`config.mk`:
```
export PLATFORM = sky130hd
export DESIGN_NAME = executed_order_message_decoder_flat
export DESIGN_NICKNAME = d
export VERILOG_FILES = /design/src/hdl/eomd_pkg.sv /design/src/hdl/eomd_msg_if.sv /design/src/hdl/eomd_rec_if.sv /design/src/hdl/eomd_field_acc.sv /design/src/hdl/eomd_id_collect.sv /design/src/hdl/eomd_out_reg.sv /design/src/hdl/executed_order_message_decoder.sv /design/src/flat_wrapper.sv
export SDC_FILE = /design/constraint.sdc
export NUM_CORES = 1
export LEC_CHECK = 0
export BUFFER_PORTS_ARGS = -buffer_cell sky130_fd_sc_hd__clkbuf_2
export CORE_ASPECT_RATIO = 2
export CORE_UTILIZATION = 56
export CTS_CLUSTER_SIZE = 20
export DETAILED_ROUTE_END_ITERATION = 12
export GPL_TIMING_DRIVEN = 0
export PLACE_DENSITY = 0.91
export SLEW_MARGIN = 20
export SYNTH_ARGS = -nofsm -noshare
export SYNTH_HDL_FRONTEND = slang
export SYNTH_HIERARCHICAL = 1
export SYNTH_SLANG_ARGS = --single-unit
```
`constraint.sdc`:
```
create_clock -name clk -period 10.2 [get_ports clk]
set_input_delay 0.51 -clock clk [delete_from_list [all_inputs] [get_ports clk]]
set_output_delay 0.51 -clock clk [all_outputs]
set_load 0.02 [all_outputs]
```
`src/hdl/eomd_pkg.sv`:
```
// Executed-order message decoder: shared constants, types and helpers.
// Used by every eomd module and the testbench; no dependencies.
package eomd_pkg;

  // Width of the id window; the record carries at most ID_OUT_CHARS of it.
  localparam int ID_CHARS     = 14;
  localparam int ID_OUT_CHARS = (ID_CHARS < 14) ? ID_CHARS : 14;
  localparam int ID_CNT_W     = $clog2(ID_CHARS + 1);
  localparam int ID_IDX_W     = (ID_CHARS > 1) ? $clog2(ID_CHARS) : 1;

  localparam int OFS_W = 6;
  localparam logic [OFS_W-1:0] OFS_ID_START = 6'd9;
  localparam logic [OFS_W-1:0] OFS_ID_LEN   = OFS_W'(ID_CHARS);
  localparam logic [OFS_W-1:0] OFS_VOLUME   = 6'd23;
  localparam logic [OFS_W-1:0] OFS_PRICE    = 6'd27;
  localparam logic [OFS_W-1:0] OFS_MATCH    = 6'd32;
  localparam logic [OFS_W-1:0] OFS_CPART    = 6'd36;
  localparam logic [OFS_W-1:0] OFS_FLAGS    = 6'd43;
  localparam logic [OFS_W-1:0] WORD_LEN     = 6'd4;
  localparam logic [OFS_W-1:0] OFS_ZERO     = 6'd0;

  localparam logic [7:0] SPACE_CHAR = 8'h20;

  // Flag byte layout.
  localparam int FLAG_OWN_TRADE = 7;
  localparam int FLAG_INTERNAL  = 5;
  localparam int FLAG_LIQ_HI    = 4;
  localparam int FLAG_LIQ_LO    = 3;

  localparam logic [1:0] LIQ_ADDED   = 2'd0;
  localparam logic [1:0] LIQ_REMOVED = 2'd1;
  localparam logic [1:0] LIQ_NONE    = 2'd2;

  // One byte step handed from the offset tracker to the field collectors.
  typedef struct packed {
    logic             active;   // byte belongs to a message
    logic             restart;  // first byte: clear collected fields
    logic [OFS_W-1:0] ofs;      // offset of this byte
    logic [7:0]       data;
  } step_t;

  typedef struct packed {
    logic [31:0] exec_volume;
    logic [31:0] price_raw;
    logic [31:0] match_id;
    logic [31:0] counterpart;
    logic [63:0] id_low;
    logic [47:0] id_high;
    logic [3:0]  id_length;
    logic        own_trade;
    logic        internalized;
    logic [1:0]  liquidity;
  } result_t;

  function automatic logic in_field(logic [OFS_W-1:0] ofs, logic [OFS_W-1:0] start,
                                    logic [OFS_W-1:0] len);
    return (ofs >= start) && (ofs < start + len);
  endfunction

endpackage

```
`src/hdl/eomd_msg_if.sv`:
```
// Message byte channel: valid/ready handshake with one raw byte per transaction.
// Standalone; no package dependency.
interface eomd_msg_if;
  logic       valid;
  logic       ready;
  logic [7:0] data_byte;
  logic       first_byte;

  modport source (output valid, output data_byte, output first_byte, input ready);
  modport sink (input valid, input data_byte, input first_byte, output ready);
endinterface

```
`src/hdl/eomd_rec_if.sv`:
```
// Decoded record channel: valid/ready handshake with one record per transaction.
// Standalone; no package dependency.
interface eomd_rec_if;
  logic        valid;
  logic        ready;
  logic [31:0] exec_volume;
  logic [31:0] price_raw;
  logic [31:0] match_id;
  logic [31:0] counterpart;
  logic [63:0] id_low;
  logic [47:0] id_high;
  logic [3:0]  id_length;
  logic        own_trade;
  logic        internalized;
  logic [1:0]  liquidity;

  modport source (output valid, output exec_volume, output price_raw,
                  output match_id, output counterpart, output id_low,
                  output id_high, output id_length, output own_trade,
                  output internalized, output liquidity, input ready);
  modport sink (input valid, input exec_volume, input price_raw,
                input match_id, input counterpart, input id_low,
                input id_high, input id_length, input own_trade,
                input internalized, input liquidity, output ready);
endinterface

```
`src/hdl/eomd_field_acc.sv`:
```
// Numeric field collectors: volume, price, match number and counterpart bytes.
// Depends on eomd_pkg (step_t, offsets, in_field).
module eomd_field_acc (
  input  logic              clk,
  input  logic              rst,
  input  eomd_pkg::step_t   step,
  output logic [31:0]       volume,
  output logic [31:0]       price,
  output logic [31:0]       match_no,
  output logic [31:0]       cpart
);

  logic [1:0] lane;

  assign lane = 2'(step.ofs - eomd_pkg::OFS_CPART);

  always_ff @(posedge clk) begin
    if (rst || step.restart) begin
      volume   <= '0;
      price    <= '0;
      match_no <= '0;
      cpart    <= '0;
    end else if (step.active) begin
      // big-endian words shift in from the right
      if (eomd_pkg::in_field(step.ofs, eomd_pkg::OFS_VOLUME, eomd_pkg::WORD_LEN)) begin
        volume <= {volume[23:0], step.data};
      end
      if (eomd_pkg::in_field(step.ofs, eomd_pkg::OFS_PRICE, eomd_pkg::WORD_LEN)) begin
        price <= {price[23:0], step.data};
      end
      if (eomd_pkg::in_field(step.ofs, eomd_pkg::OFS_MATCH, eomd_pkg::WORD_LEN)) begin
        match_no <= {match_no[23:0], step.data};
      end
      // counterpart fills byte lanes, first byte lowest
      if (eomd_pkg::in_field(step.ofs, eomd_pkg::OFS_CPART, eomd_pkg::WORD_LEN)) begin
        cpart[{lane, 3'b000} +: 8] <= cpart[{lane, 3'b000} +: 8] | step.data;
      end
    end
  end

endmodule

```
`src/hdl/eomd_id_collect.sv`:
```
// Order id collector: keeps the non-space characters of the id window in order.
// Depends on eomd_pkg (step_t, id window constants, in_field).
module eomd_id_collect (
  input  logic                            clk,
  input  logic                            rst,
  input  eomd_pkg::step_t                 step,
  output logic [63:0]                     id_low,
  output logic [47:0]                     id_high,
  output logic [eomd_pkg::ID_CNT_W-1:0]   id_count
);

  logic [7:0]   id_chars [eomd_pkg::ID_CHARS];
  logic         keep;
  logic [111:0] id_flat;

  assign keep = step.active && !step.restart && (step.data != eomd_pkg::SPACE_CHAR)
             && eomd_pkg::in_field(step.ofs, eomd_pkg::OFS_ID_START, eomd_pkg::OFS_ID_LEN);

  // Character slots carry no reset: slots at or past the count are masked.
  always_ff @(posedge clk) begin
    if (keep && (id_count < eomd_pkg::ID_CNT_W'(eomd_pkg::ID_CHARS))) begin
      id_chars[id_count[eomd_pkg::ID_IDX_W-1:0]] <= step.data;
    end
  end

  always_ff @(posedge clk) begin
    if (rst || step.restart) begin
      id_count <= '0;
    end else if (keep) begin
      id_count <= id_count + 1'b1;
    end
  end

  always_comb begin
    id_flat = '0;
    for (int k = 0; k < eomd_pkg::ID_OUT_CHARS; k++) begin
      if (eomd_pkg::ID_CNT_W'(k) < id_count) begin
        id_flat[8*k +: 8] = id_chars[k];
      end
    end
  end

  assign id_low  = id_flat[63:0];
  assign id_high = id_flat[111:64];

endmodule

```
`src/hdl/eomd_out_reg.sv`:
```
// Record output register: holds one decoded record until the receiver takes it.
// Depends on eomd_pkg (result_t) and eomd_rec_if.
module eomd_out_reg (
  input  logic              clk,
  input  logic              rst,
  input  logic              load,
  input  eomd_pkg::result_t result,
  eomd_rec_if.source        rec
);

  eomd_pkg::result_t held;

  always_ff @(posedge clk) begin
    if (rst) begin
      rec.valid <= 1'b0;
    end else if (load) begin
      rec.valid <= 1'b1;
    end else if (rec.ready) begin
      rec.valid <= 1'b0;
    end
  end

  always_ff @(posedge clk) begin
    if (load) begin
      held <= result;
    end
  end

  assign rec.exec_volume   = held.exec_volume;
  assign rec.price_raw     = held.price_raw;
  assign rec.match_id      = held.match_id;
  assign rec.counterpart   = held.counterpart;
  assign rec.id_low        = held.id_low;
  assign rec.id_high       = held.id_high;
  assign rec.id_length     = held.id_length;
  assign rec.own_trade     = held.own_trade;
  assign rec.internalized  = held.internalized;
  assign rec.liquidity     = held.liquidity;

endmodule

```
`src/hdl/executed_order_message_decoder.sv`:
```
// Executed-order message decoder, top level.
// Depends on eomd_pkg, eomd_msg_if, eomd_rec_if, eomd_field_acc, eomd_id_collect,
// eomd_out_reg.
//
// Usage:
//   msg carries one message byte per transaction; first_byte marks offset zero
//   and always restarts decoding, even in the middle of a message. Bytes seen
//   outside a message, and bytes after the flag byte, are dropped.
//   rec carries one decoded record per message that reaches its flag byte at
//   offset 43: volume, raw price (four implied decimals), match number,
//   counterpart bytes, the id with spaces removed, and the flag bits.
// Latency and throughput:
//   One byte per cycle while msg.ready is high. The record is valid the cycle
//   after the flag byte transaction. Each byte passes through the offset compares
//   into the field registers; the record register is the only output stage.
// Reset (rst, synchronous): clears the offset, the in-message flag, the id
//   count, the numeric fields and the record valid.
// Stall: while a record waits in the output register and rec.ready is low,
//   msg.ready drops; it stays high whenever the register is empty or drains.
module executed_order_message_decoder (
  input  logic       clk,
  input  logic       rst,
  eomd_msg_if.sink   msg,
  eomd_rec_if.source rec
);

  logic [eomd_pkg::OFS_W-1:0]    byte_offset;
  logic [eomd_pkg::OFS_W-1:0]    byte_offset_next;
  logic                          in_message;
  logic                          in_message_next;
  logic                          accept;
  logic                          emit;
  eomd_pkg::step_t               step;
  eomd_pkg::result_t             result;
  logic [31:0]                   volume;
  logic [31:0]                   price;
  logic [31:0]                   match_no;
  logic [31:0]                   cpart;
  logic [63:0]                   id_low;
  logic [47:0]                   id_high;
  logic [eomd_pkg::ID_CNT_W-1:0] id_count;

  // Take a byte whenever the record register is empty or being emptied.
  assign msg.ready = !rec.valid || rec.ready;
  assign accept    = msg.valid && msg.ready;

  // A first byte starts at offset zero regardless of the tracked offset.
  always_comb begin
    step.restart = accept && msg.first_byte;
    step.active  = accept && (msg.first_byte || in_message);
    step.ofs     = msg.first_byte ? eomd_pkg::OFS_ZERO : byte_offset;
    step.data    = msg.data_byte;
  end

  assign emit = step.active && (step.ofs == eomd_pkg::OFS_FLAGS);

  // Advance the offset on every message byte; drop out of the message after
  // the flag byte.
  always_comb begin
    byte_offset_next = byte_offset;
    in_message_next  = in_message;
    if (step.active) begin
      byte_offset_next = step.ofs + 1'b1;
      in_message_next  = !emit;
    end
  end

  always_ff @(posedge clk) begin
    if (rst) begin
      byte_offset <= '0;
      in_message  <= 1'b0;
    end else begin
      byte_offset <= byte_offset_next;
      in_message  <= in_message_next;
    end
  end

  eomd_field_acc u_field_acc (
    .clk      (clk),
    .rst      (rst),
    .step     (step),
    .volume   (volume),
    .price    (price),
    .match_no (match_no),
    .cpart    (cpart)
  );

  eomd_id_collect u_id_collect (
    .clk      (clk),
    .rst      (rst),
    .step     (step),
    .id_low   (id_low),
    .id_high  (id_high),
    .id_count (id_count)
  );

  // Assemble the record; no field changes at the flag offset, so the held
  // values are already final when the flag byte arrives.
  always_comb begin
    result.exec_volume   = volume;
    result.price_raw     = price;
    result.match_id      = match_no;
    result.counterpart   = cpart;
    result.id_low        = id_low;
    result.id_high       = id_high;
    result.id_length     = 4'(id_count);
    result.own_trade     = msg.data_byte[eomd_pkg::FLAG_OWN_TRADE];
    result.internalized  = msg.data_byte[eomd_pkg::FLAG_INTERNAL];
    case (msg.data_byte[eomd_pkg::FLAG_LIQ_HI:eomd_pkg::FLAG_LIQ_LO])
      eomd_pkg::LIQ_ADDED:   result.liquidity = eomd_pkg::LIQ_ADDED;
      eomd_pkg::LIQ_REMOVED: result.liquidity = eomd_pkg::LIQ_REMOVED;
      default:               result.liquidity = eomd_pkg::LIQ_NONE;
    endcase
  end

  eomd_out_reg u_out_reg (
    .clk    (clk),
    .rst    (rst),
    .load   (emit),
    .result (result),
    .rec    (rec)
  );

`ifndef SYNTH
  a_emit_shows_record: assert property (@(posedge clk) disable iff (rst)
    emit |=> rec.valid)
    else $error("record not presented after flag byte");

  a_emit_ends_message: assert property (@(posedge clk) disable iff (rst)
    emit |=> !in_message)
    else $error("message still open after flag byte");

  a_offset_bounded: assert property (@(posedge clk) disable iff (rst)
    in_message |-> (byte_offset <= eomd_pkg::OFS_FLAGS))
    else $error("offset ran past flag byte inside a message");

  a_id_count_bounded: assert property (@(posedge clk) disable iff (rst)
    id_count <= eomd_pkg::ID_CNT_W'(eomd_pkg::ID_CHARS))
    else $error("id count exceeds id window");

  a_record_from_emit: assert property (@(posedge clk) disable iff (rst)
    $rose(rec.valid) |-> $past(emit))
    else $error("record appeared without a flag byte");
`endif

endmodule

```
`src/flat_wrapper.sv`:
```
// flat-port wrapper written by rule: the top's interface ports become plain ports
module executed_order_message_decoder_flat 
  (clk, rst, msg_valid, msg_data_byte, msg_first_byte, msg_ready, rec_valid, rec_exec_volume, rec_price_raw, rec_match_id, rec_counterpart, rec_id_low, rec_id_high, rec_id_length, rec_own_trade, rec_internalized, rec_liquidity, rec_ready);
  eomd_msg_if msg_i ();
  eomd_rec_if rec_i ();
  input  logic clk;
  input  logic rst;
  input wire logic [$bits(msg_i.valid)-1:0] msg_valid;
  input wire logic [$bits(msg_i.data_byte)-1:0] msg_data_byte;
  input wire logic [$bits(msg_i.first_byte)-1:0] msg_first_byte;
  output wire logic [$bits(msg_i.ready)-1:0] msg_ready;
  output wire logic [$bits(rec_i.valid)-1:0] rec_valid;
  output wire logic [$bits(rec_i.exec_volume)-1:0] rec_exec_volume;
  output wire logic [$bits(rec_i.price_raw)-1:0] rec_price_raw;
  output wire logic [$bits(rec_i.match_id)-1:0] rec_match_id;
  output wire logic [$bits(rec_i.counterpart)-1:0] rec_counterpart;
  output wire logic [$bits(rec_i.id_low)-1:0] rec_id_low;
  output wire logic [$bits(rec_i.id_high)-1:0] rec_id_high;
  output wire logic [$bits(rec_i.id_length)-1:0] rec_id_length;
  output wire logic [$bits(rec_i.own_trade)-1:0] rec_own_trade;
  output wire logic [$bits(rec_i.internalized)-1:0] rec_internalized;
  output wire logic [$bits(rec_i.liquidity)-1:0] rec_liquidity;
  input wire logic [$bits(rec_i.ready)-1:0] rec_ready;
  assign msg_i.valid = msg_valid;
  assign msg_i.data_byte = msg_data_byte;
  assign msg_i.first_byte = msg_first_byte;
  assign msg_ready = msg_i.ready;
  assign rec_valid = rec_i.valid;
  assign rec_exec_volume = rec_i.exec_volume;
  assign rec_price_raw = rec_i.price_raw;
  assign rec_match_id = rec_i.match_id;
  assign rec_counterpart = rec_i.counterpart;
  assign rec_id_low = rec_i.id_low;
  assign rec_id_high = rec_i.id_high;
  assign rec_id_length = rec_i.id_length;
  assign rec_own_trade = rec_i.own_trade;
  assign rec_internalized = rec_i.internalized;
  assign rec_liquidity = rec_i.liquidity;
  assign rec_i.ready = rec_ready;
  executed_order_message_decoder u_core (.clk(clk), .rst(rst), .msg(msg_i), .rec(rec_i));
endmodule
```
# Yosys cells after proc, flatten, opt, wreduce, memory -nomap -nowiden
# Memories as Yosys holds them, arrays and structs flattened. A register that Yosys moved wholly into a read port is not among the register bits.
# Index checks and enable logic that the tools add are counted.
# word_totals
reg_bits	276
latch_bits	0
mem_bits_rw	112
romBits	0
input_bits	13
out_inout_bits	250
wordCells	99
n_memories	1
# mem_list
memory	words	word_bits	read_ports	rd_clocked_by_memory_dff	write_ports	line	text
u_core.u_id_collect.id_chars	14	8	14	14	1	eomd_id_collect.sv:12	logic [7:0] id_chars [eomd_pkg::ID_CHARS];
# classes
add_sub_neg	4
n_mul	0
div	0
magnitude_cmp	25
eq_ne	3
shift	3
n_mux	7
bitwise	1
reduce_logical	39
# ops
cell	count
$bwmux W32	1
$shift A8 B7 Y32 const A	1
$shiftx A32 B6 Y8	1
$shiftx A8 B7 Y32	1
$lt A4 B4 Y1 const A	6
$lt A6 B5 Y1 const B	3
$logic_not A1 Y1	17
$lt A3 B4 Y1 const A	4
$logic_and A1 B1 Y1	13
$ge A6 B5 Y1 const B	2
$ge A6 B6 Y1 const B	2
$lt A6 B6 Y1 const B	2
$lt A1 B4 Y1 const A	2
$lt A2 B4 Y1 const A	2
$ne A8 B6 Y1 const B	1
$or A8 B8 Y8	1
$reduce_and A2 Y1	4
$neg A5 Y7	1
$add A6 B1 Y6 const B	1
$eq A6 B6 Y1 const B	1
$ge A6 B4 Y1 const B	1
$mux W6	1
$add A4 B1 Y4 const B	1
$lt A4 B4 Y1 const B	1
7 further kinds	12

# Depth between registers and ports, before layout
# depth
depth_word	11
ltp_mapped	10
depth_no_buf	8

# Modules after synthesis
# Netlist, hierarchy kept.
# by_module_without_submodules
mod	instances	cells_each	area_each_um2	seq_area_each_um2
eomd_out_reg	1	252	7485.9	7467.2
eomd_field_acc	1	487	5086.1	2562.5
eomd_id_collect	1	299	4667.0	3443.3
executed_order_message_decoder	1	61	481.7	140.1

# Worst setup path after synthesis
# OpenSTA, ideal clock, no wires.
# synth_path
path_kind	input port to flip-flop
start	input msg_first_byte
end	register u_core.u_out_reg.rec.valid
arrival_time_ns	8.164
required_time_ns	10.120
slack_ns	1.955
path_stages	8
cell_sequence	clkbuf_1 nor2_1 ha_1 nand2_1 nor4b_1 and3_1 inv_1 a21oi_2
# synth_lines
element	line	text
from (decl)	flat_wrapper.sv:10	input wire logic [$bits(msg_i.first_byte)-1:0] msg_first_byte;
to (signal assigned)	eomd_out_reg.sv:15	rec.valid <= 1'b0;
to (signal assigned)	eomd_out_reg.sv:17	rec.valid <= 1'b1;
to (signal assigned)	eomd_out_reg.sv:19	rec.valid <= 1'b0;
to (decl)	eomd_rec_if.sv:17	modport source (output valid, output exec_volume, output price_raw,

==> summary.txt <==
Clock tree
  – Post-CTS setup buffer count: 0
  – Clock slew at reported path FFs: 0.07 ns
  – CTS max path bufs: 3
  – Root Driver: clkbuf_16
  – Number of hold buffers added after CTS: 0
  – TritonCTS clock tree: done
  – Clock Latency Late Sink: 0.52 ns
  – CTS resizes: 0
  – CTS H-tree lvls: 2
  – Sink Count: 500
  – Clock buffer count from CTS: 39

Placement
  – GPL Wtd Cong: 0.868
  – Area post-placement: between 0.015 and 0.02 sq mm
  – Final HPWL DP: 27,300 microns
  – Port Buffer Count: between 200 and 300

STA
  – Final hold violation count: 0
  – Setup_tns: 0 ns
  – Measured slew at the worst slew-check pin: 0.932 ns
  – Slew headroom: 0.373
  – Clock Skew: a little under 0.01 ns
  – Hold WS: 0.285 ns
  – Fmax: 0.291 GHz
  – Slew Viols, Final: 0
  – Final min period: 3.43 ns
  – Final setup viols: 0
  – Tcrit/Tclk final: 0.337
  – RSZ-0062 raised after global routing: no

Setup path
  – Critical Path Source Type: flop
  – Crit. End Element: flop
  – CP max-delay cell: nor4b_4
  – CP max FO: 10
  – Most frequent CP cell: buf_6
  – Largest delay contributor family on the critical path: simple AND/OR/NAND/NOR gates
  – Worst path cell trace: nor2b_1, inv_1, nand2_1, nor2_1, a2111oi_4, and2_4, buf_6, buf_6, nor4b_4
  – Worst Reg-to-Reg Cells: 9
  – CP arrival: roughly 3.6 ns
  – CP Class: flop to flop
  – Max incr delay on CP: 0.61 ns
  – CP bufs+invs: 3
  – CP Depth: 9
  – Required time worst endpoint: 10.35 ns

Route
  – Via total after detailed routing: 10.5k
  – Total Wirelength: 39,700 microns
  – DR vias/cell: 5.68
  – DRC Markers: 0
  – Routed Antenna Nets: 0
  – Starting DRT DRC Count: just over 800
  – DR WL/cell: ~21 microns
  – Drt first pass iters: 5

Power
  – VDD IR max: 0.104 mV
  – Power per cell area: 178 mW/mm^2
  – Leakage: 8.12 nW
  – Overall Power: 3.72 mW

GRT
  – First-pass GRT wire length: between 50,000 and 60,000 microns
  – Met1 Resource Use GR: 0.244
  – Grt ovf: 0
  – Grt met3 use: 0.0339
  – GRT Util Overall: 0.243
  – Gr busiest metal: met2
  – Largest net degree at the start of global routing: 59
  – Met2 GRT Util: 0.459
  – Antenna violations before repair: 0
  – Vias in the first global route: 10.6k

Die
  – Core Region: 0.0310 sq mm
  – Number of cell rows: between 90 and 100
  – Die Wd: around 130 microns
  – IO Pins: 263
  – Initial core utilization: 0.572
  – Die Y: 254 microns
  – Full die area: 0.0324 sq mm

Layout
  – Design area: 0.0210 sq mm
  – Most frequent cells in the layout: edfxtp_1 (360), clkbuf_2 (265), dfxtp_1 (140)
  – Area delta synth->final: 18.3%
  – Layout cell share with drive strength beyond 1: 0.267
  – Most common cell after layout, fill and taps aside: edfxtp_1
  – Nets: 1,430
  – Antenna fix cells: 0
  – Fillers: 2,054

Synth
  – Synth cell types: between 60 and 70
  – Sequential fraction of the synthesis area: 0.768
  – Asr flop ratio synth: 0
  – Syn Inst Count: 1,099
  – Syn Area/Cell: roughly 16 sq um
  – Number of synthesized flops with an enable pin: 360
  – Warnings, synthesis: 6
  – Register bit count reported by yosys: 500
  – Mapped Area: 0.0177 sq mm
  – Synth Net Count: 1,122
  – Post-synth top flop: edfxtp_1

Min path
  – Hold depth: 3
  – Hold Path Class: primary input to flop

Outcome
  – Outcome: finished, final reports clean

Run
  – Max-cap violations: 0
[layout make-up]
type | count | area [sq um] | area share
repair buffers | 267 | 1430 | 0.0680
multi-input cells | 526 | 3770 | 0.180
flip-flops and latches | 500 | 13600 | 0.649
inverters | 14 | 52.6 | 0.00251
clock buffers | 56 | 1130 | 0.0540
clock inverters | 14 | 155 | 0.00740
well taps | 418 | 523 | 0.0249
plain buffers | 59 | 292 | 0.0139
[where the power goes]
group | internal (mW) | switching [mW]
clock network | 0.853 | 0.659
logic | 0.0124 | 0.0434
registers | 2.16 | 0.000375
[metal layers]
metal  wire [microns]  part of all wire
met1            13100              0.33
met4             2580             0.065
met3             2100             0.053
met2            21900              0.55
met5                0                 0
[cell usage after synthesis (all sizes together) (2+ instances only)]
master | count | area [sq um]
edfxtp | 360 | 10800
a31o | 2 | 17.5
mux2i | 65 | 651
dfxtp | 140 | 2800
buf | 24 | 156
a311oi | 2 | 17.5
ha | 10 | 125
a21oi | 39 | 199
a31oi | 3 | 18.8
nand3 | 34 | 170
and3b | 2 | 17.5
and4b | 4 | 40.0
nand2 | 81 | 304
nand3b | 6 | 57.6
o31ai | 3 | 22.5
nor2 | 10 | 37.5
nor3 | 8 | 45.0
clkbuf | 35 | 135
and3 | 32 | 200
a32o | 34 | 340
and2 | 35 | 221
and4 | 5 | 43.8
inv | 14 | 52.6
or2 | 14 | 105
nor4 | 4 | 61.3
or3b | 3 | 28.8
nand2b | 4 | 25.0
or4 | 2 | 18.8
a21boi | 2 | 26.3
o21ai | 33 | 165
nor2b | 63 | 394
mux4 | 8 | 184
nor4b | 4 | 80.1
o21a | 2 | 15.0
[through the flow]
step,util,setup slack (ns),cells
after floorplan,-,1.96,1099
after global placement,0.631,-0.270,1779
after detailed placement,0.635,6.34,1784
after CTS,0.677,6.82,1854
after global routing,0.677,6.55,1854
final,0.677,6.77,1854
[state kept, by name (all words and copies together) (netlist names), 6 cells and up]
register                          cells
u_core/u_out_reg/rec.id_low          64
u_core/byte_offset                    6
u_core/u_out_reg/rec.match_id        32
u_core/u_out_reg/rec.price_raw       32
u_core/u_out_reg/rec.counterpart     32
u_core/u_id_collect/id_chars        112
u_core/u_field_acc/cpart             32
u_core/u_field_acc/price             32
u_core/u_field_acc/volume            32
u_core/u_field_acc/match_no          32
u_core/u_out_reg/rec.id_high         48
u_core/u_out_reg/rec.exec_volume     32
[cells by family (layout without fill, tap and decap cells)]
kind of cell,after synthesis,count (layout),synth area share
flip-flops,500,500,0.768
AND/OR/NAND/NOR,314,314,0.106
AO/OA/AOI/OAI,128,128,0.0520
multiplexers,73,73,0.0471
buffers and inverters,73,410,0.0194
adder cells (fa/ha/maj),10,10,0.00706
XOR/XNOR,1,1,0.000494
[worst min-delay path, cell delays in order]
cell and delay [ns]:
clkbuf_2 0.09, nand2b_1 0.11, a21oi_2 0.06
[path summary, 6_finish.rpt]
kind,start,to,slack (ns)
hold reg to reg,u_core/u_field_acc/volume[12]$_SDFFE_PP0P_,u_core/u_out_reg/rec.exec_volume[12]$_DFFE_PP_,0.43
setup reg to reg,u_core/u_out_reg/rec.valid$_SDFFE_PP0P_,u_core/u_id_collect/id_chars[4][7]$_DFFE_PP_,6.77
setup / recovery,u_core/u_out_reg/rec.valid$_SDFFE_PP0P_,u_core/u_id_collect/id_chars[4][7]$_DFFE_PP_,6.77
hold / removal,rec_ready,u_core/u_out_reg/rec.valid$_SDFFE_PP0P_,0.29
Note: power is estimated with default switching activity, not from simulation.
